[src/lrb_pkg.sv]
`default_nettype none

package lrb_pkg;

  // Channel width; the all-ones value stands for 1.0
  localparam int CHANNEL_BITS   = 16;
  localparam int PROD_BITS      = 2 * CHANNEL_BITS;
  localparam int CFG_DATA_BITS  = 16;
  localparam int CFG_INDEX_BITS = 2;

  typedef logic [CHANNEL_BITS-1:0]   chan_t;
  typedef logic [PROD_BITS-1:0]      prod_t;
  typedef logic [CFG_INDEX_BITS-1:0] cfg_index_t;
  typedef logic [CFG_DATA_BITS-1:0]  cfg_data_t;

  localparam chan_t FULL = '1;

  // Configuration register indexes
  typedef enum logic [CFG_INDEX_BITS-1:0] {
    REG_OPACITY  = CFG_INDEX_BITS'(0),
    REG_USE_MASK = CFG_INDEX_BITS'(1)
  } cfg_reg_t;

  // Pixel data carried alongside the ratio divider
  typedef struct packed {
    chan_t [2:0] base;
    chan_t [2:0] layer;
    chan_t       alpha;
    logic        eor;
  } lrb_side_t;

  // Truncating divide by FULL, exact for any product of two channel values
  function automatic chan_t div_full(prod_t x);
    logic [PROD_BITS:0] sum;
    sum = {1'b0, x}
        + {{(CHANNEL_BITS + 1){1'b0}}, x[PROD_BITS-1:CHANNEL_BITS]}
        + (PROD_BITS + 1)'(1);
    return sum[PROD_BITS-1:CHANNEL_BITS];
  endfunction

endpackage

`default_nettype wire

[src/lrb_div.sv]
`default_nettype none

// Pipelined restoring divider, one quotient bit per stage, quotient saturated
// to FULL when it would not fit in a channel.
module lrb_div import lrb_pkg::*; (
  input  logic      clk,
  input  logic      rst,
  input  logic      en,
  input  logic      in_valid,
  input  prod_t     num,
  input  chan_t     den,
  input  lrb_side_t side_in,
  output logic      out_valid,
  output chan_t     quo,
  output lrb_side_t side_out
);

  logic      v   [0:CHANNEL_BITS];
  prod_t     n   [0:CHANNEL_BITS];
  chan_t     d   [0:CHANNEL_BITS];
  chan_t     rem [0:CHANNEL_BITS];
  chan_t     q   [0:CHANNEL_BITS];
  logic      sat [0:CHANNEL_BITS];
  lrb_side_t sd  [0:CHANNEL_BITS];

  // Load: the high half starts the remainder; flag overflow of the quotient
  always_ff @(posedge clk) begin
    if (rst) begin
      v[0] <= 1'b0;
    end else if (en) begin
      v[0] <= in_valid;
    end
    if (en) begin
      n[0]   <= num;
      d[0]   <= den;
      rem[0] <= num[PROD_BITS-1:CHANNEL_BITS];
      sat[0] <= (num[PROD_BITS-1:CHANNEL_BITS] >= den);
      q[0]   <= '0;
      sd[0]  <= side_in;
    end
  end

  // One quotient bit per stage, most significant first
  for (genvar k = 1; k <= CHANNEL_BITS; k++) begin : g_step
    logic [CHANNEL_BITS:0] shifted;
    logic [CHANNEL_BITS:0] trial;
    logic                  ge;

    always_comb begin
      shifted = {rem[k-1], n[k-1][CHANNEL_BITS-k]};
      trial   = shifted - {1'b0, d[k-1]};
      ge      = (shifted >= {1'b0, d[k-1]});
    end

    always_ff @(posedge clk) begin
      if (rst) begin
        v[k] <= 1'b0;
      end else if (en) begin
        v[k] <= v[k-1];
      end
      if (en) begin
        n[k]   <= n[k-1];
        d[k]   <= d[k-1];
        rem[k] <= ge ? trial[CHANNEL_BITS-1:0] : shifted[CHANNEL_BITS-1:0];
        q[k]   <= {q[k-1][CHANNEL_BITS-2:0], ge};
        sat[k] <= sat[k-1];
        sd[k]  <= sd[k-1];
      end
    end
  end

  assign out_valid = v[CHANNEL_BITS];
  assign quo       = sat[CHANNEL_BITS] ? FULL : q[CHANNEL_BITS];
  assign side_out  = sd[CHANNEL_BITS];

endmodule

`default_nettype wire

[config.mk]
export PLATFORM = sky130hd
export DESIGN_NAME = lrb_div
export DESIGN_NICKNAME = d
export VERILOG_FILES = /design/src/lrb_pkg.sv /design/src/lrb_div.sv
export SDC_FILE = /design/constraint.sdc
export NUM_CORES = 2
export LEC_CHECK = 0
export BUFFER_PORTS_ARGS = -buffer_cell sky130_fd_sc_hd__buf_2
export CAP_MARGIN = 5
export CORE_MARGIN = 2
export CORE_UTILIZATION = 45
export DETAILED_ROUTE_END_ITERATION = 10
export GPL_TIMING_DRIVEN = 0
export PLACE_DENSITY = 0.63
export SETUP_SLACK_MARGIN = 0.02
export SLEW_MARGIN = 20
export SYNTH_ARGS = -nofsm -noshare
export SYNTH_HDL_FRONTEND = slang
export SYNTH_SLANG_ARGS = --single-unit
[constraint.sdc]
create_clock -name clk -period 9.2 [get_ports clk]
set_clock_uncertainty 0.2 [all_clocks]
set_input_delay 0.46 -clock clk [delete_from_list [all_inputs] [get_ports clk]]
set_output_delay 0.46 -clock clk [all_outputs]
set_load 0.01 [all_outputs]
# == Word level (Yosys, flattened, before mapping) ==
# Memory sizes are Yosys's and may differ from the RTL's.
# Index checks and enable logic that the tools add are counted.
# totals
register_bits,0
latch_bits,0
ramBits,3315
mem_bits_ro,0
in_bits,165
out_inout_bits,130
wordCells,97
mem_count,7
# op_classes
add_sub_neg,16
n_mul,0
n_div,0
order_cmp,17
eq_ne,0
n_shift,0
n_mux,40
bitwise,17
reduce_logical,0
# mem_list
memory,words,word_bits,rd,rd_ports_with_merged_regs,write_ports,line_no,source
sd,17,113,17,0,17,lrb_div.sv:24,lrb_side_t sd [0:CHANNEL_BITS];
n,17,32,16,0,17,lrb_div.sv:19,prod_t n [0:CHANNEL_BITS];
d,17,16,16,0,17,lrb_div.sv:20,chan_t d [0:CHANNEL_BITS];
q,17,16,17,0,17,lrb_div.sv:22,chan_t q [0:CHANNEL_BITS];
rem,17,16,16,0,17,lrb_div.sv:21,chan_t rem [0:CHANNEL_BITS];
sat,17,1,17,0,17,lrb_div.sv:23,logic sat [0:CHANNEL_BITS];
1 more memories,--,--,--,--,--,--,
# op_table
cell,n
17-bit by 16-bit >= comparator with 1-bit output,16
16-bit 2-to-1 mux,17
16-bit subtractor,16
1-bit 2-to-1 mux,23
1-bit OR,17
16-bit >= comparator,1

# == Logic depth before layout (Yosys ltp) ==
# logic_depth
depth_word,4
mapped_depth,11
ltp_nobuf,10

# == Worst setup path before layout ==
# Ideal clock, no wire load.
# synth_path
kind,reg2reg
from,mem d[0][193] (netlist bit)
to,"mem rem[0][216] (netlist bit), data pin"
setup_time_ps,260
t_arrival_ps,2620
t_required_ps,8740
slack_ps,6120
stages_incl_launch_ff,11
n_path_buf,1
period_less_slack_ps,3080
cell_sequence,edfxtp_1 -> inv_1 -> ha_1 -> nor2b_4 -> o2111ai_1 -> a21oi_1 -> o21bai_2 -> or3b_1 -> a311oi_4 -> buf_8 -> mux2_4
# synth_rtl
item,line_no
start: declaration,lrb_div.sv:20
end: declaration,lrb_div.sv:21

==> flow_summary.json <==
{
  "vias": 43500,
  "endpoint_kind": "flop",
  "ys_seq_area_share_pct": 83.7,
  "root_buffer": "clkbuf_16",
  "dp.cells": 8200,
  "peakVddDrop_mv": 0.177,
  "post_cts_buffers": 0,
  "cts_made_buffers": 300,
  "initial_core_util_pct": 45.3,
  "ys.flop_type": "edfxtp_1",
  "hold_viol_final": 0,
  "leakage_uw": 0.0418,
  "final_common_cell": "edfxtp_1",
  "worstSetupPathType": "input port to flop",
  "antenna_found_initial": 9,
  "num_rows": 171,
  "final.setup.tns_ps": 0,
  "gp_congestion": 0.882,
  "syn_to_final_growth_pct": 17.2,
  "cts_max_level": 5,
  "power.total_uw": 33000,
  "final_cell_mix": "edfxtp_1, inv_1, clkbuf_16",
  "die_w_um": 471,
  "cp-start-kind": "input port",
  "drt_first_pass_iters": 5,
  "antenna_left": 0,
  "post_route_cells_drive_above_1_share_pct": 14.4,
  "layout_setup_ws_ps": 4570,
  "io_buffers": 294,
  "clk_pin_slew_ps": 60,
  "wl_um": 139000,
  "grt_pass1_wl_um": 222000,
  "post-route-period-util_pct": 50.4,
  "synth_cell_types": 82,
  "grt_max_degree": 155,
  "crit_required_ps": 9480,
  "first_iter_violations": 3129,
  "worstSkewPairLatency_ps": 880,
  "setup_viol": 0,
  "power.density_nw_per_um2": 286,
  "max_slew_margin_pct": 33.5,
  "drt-wirelength-per-cell_um": 15.6,
  "cts_sinks": 2739,
  "yosysWarnings": 0,
  "arrival_ps": 4910,
  "tightest_slew_ps": 985,
  "clock_path_buffers": 4,
  "core_area_sq_um": 217000,
  "syn_nets": 5483,
  "fmax_mhz": 216,
  "period_minus_slack_ps": 4630,
  "outcome": "finished clean",
  "synth.avg_cell_area_sq_um": 19.5,
  "die_h_um": 471,
  "drc": 0,
  "cts_tree": "built",
  "stdcell_count": 8940,
  "slew_violations": 0,
  "num_io_pins": 295,
  "dpl_worst_slack_ps": 4080,
  "dpl.hpwl_um": 83900,
  "synth.ff_latch_count": 2739,
  "dieArea_sq_um": 222000,
  "maxCapViolations": 0,
  "synth_edf_count": 2739,
  "synthesis.area_sq_um": 98300,
  "crit_fanout": 154,
  "rsz0062_at_grt": "no",
  "fin_nets": 6335,
  "hold_path_class": "input port to flop",
  "viasPerCell": 4.87,
  "overflow": 0,
  "groute.usage.overall_pct": 12.3,
  "synthArstFlopShare_pct": 0,
  "grt_pass1_vias": 43900,
  "syn_inst": 5031
}
## registers in the layout, indices dropped and copies added (netlist names)
register	count
d	256
n	152
q	136
rem	240
sat	17
sd	1921
v	17
## what timing repair did
| action | in CTS | in global routing |
|---|---|---|
| hold endpoints to repair | 321 | 0 |
| hold buffers | 235 | 0 |
| gates resized for setup | 0 | 0 |
## worst max-delay path, stage by stage
cell and delay, ps:
dlygate4sd3_1 570, buf_12 460, buf_16 450, buf_16 490, buf_16 480, buf_16 410
buf_16 520, buf_16 540
## cell usage after synthesis, drive strengths merged, types with 8 or more instances
cell | number | share of area [%]
buf | 15 | 0.11
o31ai | 9 | 0.069
a21oi | 157 | 0.80
fa | 15 | 0.31
or2 | 21 | 0.13
o21bai | 22 | 0.18
xor2 | 50 | 0.45
nand4 | 32 | 0.20
nand2 | 165 | 0.63
edfxtp | 2739 | 84
nor3b | 11 | 0.084
and2 | 24 | 0.15
mux2 | 130 | 1.5
o211ai | 11 | 0.084
nor4 | 8 | 0.051
o41ai | 12 | 0.11
inv | 328 | 1.3
nand3 | 47 | 0.24
nand2b | 25 | 0.16
and3 | 18 | 0.11
a211o | 8 | 0.071
nor2 | 142 | 0.54
o21a | 46 | 0.35
nand3b | 8 | 0.061
nor3 | 58 | 0.30
o21ai | 163 | 0.83
a31oi | 25 | 0.17
xnor2 | 122 | 1.1
clkbuf | 32 | 0.12
a211oi | 26 | 0.22
nor2b | 44 | 0.30
ha | 272 | 3.5
a21o | 89 | 0.68
or3 | 17 | 0.11
mux2i | 30 | 0.31
o31a | 16 | 0.14
## kinds of logic after synthesis
| family | Yosys count | share of synthesized area, % |
|---|---|---|
| AO/OA/AOI/OAI | 655 | 4.41 |
| XOR/XNOR | 172 | 1.53 |
| adder cells (fa/ha/maj) | 287 | 3.77 |
| buffers and inverters | 375 | 1.49 |
| flip-flops | 2739 | 83.7 |
| multiplexers | 160 | 1.85 |
| AND/OR/NAND/NOR | 643 | 3.28 |
## path summary, 6_finish.rpt
kind               startpoint     endpoint  slack [ps]  depth (start not counted)
setup / recovery           en   sd[0][108]        4570                          8
setup reg to reg  rem[0][165]  rem[0][189]        5550                          9
hold reg to reg      q[0][97]    q[0][114]         170                          0
hold / removal    side_in[23]    sd[0][23]         100                          2
## metal layers
layer	wire length [um]	global-route usage (%)	vias to the layer above
li1	-	-	21200
met1	60400	15.5	21000
met2	66500	20.1	956
met3	6630	3.14	400
met4	5760	5.86	2
met5	15	0	-
## where the power goes
part / internal [uW] / total [uW] / switching [uW]
clock network: 6450 / 10900 / 4420
registers: 15500 / 16000 / 498
logic: 2790 / 6150 / 3360
total: 24700 / 33000 / 8280
## per-stage QoR
step           area (sq um)  utilization (%)  hold slack [ps]
2_1_floorplan         98300                -              200
3_3_place_gp         103000             47.6              200
3_5_place_dp         104000             47.9              205
4_1_cts              115000             53.1            0.818
5_1_grt              115000             53.1             24.7
6_report             115000             53.1             98.7
## area by class of cell
cell class                      instances  area [sq um]
Fill cell                           16600        102000
Sequential cell                      2739         82200
Multi-Input combinational cell       1917         14600
Clock buffer                          367          7910
Timing Repair Buffer                  550          4420
Tap cell                             2854          3570
Inverter                              328          1230
Clock inverter                        137          1020
Buffer                                 47           230
Antenna cell                            1          2.50
Power figures use the tool's default switching activity.
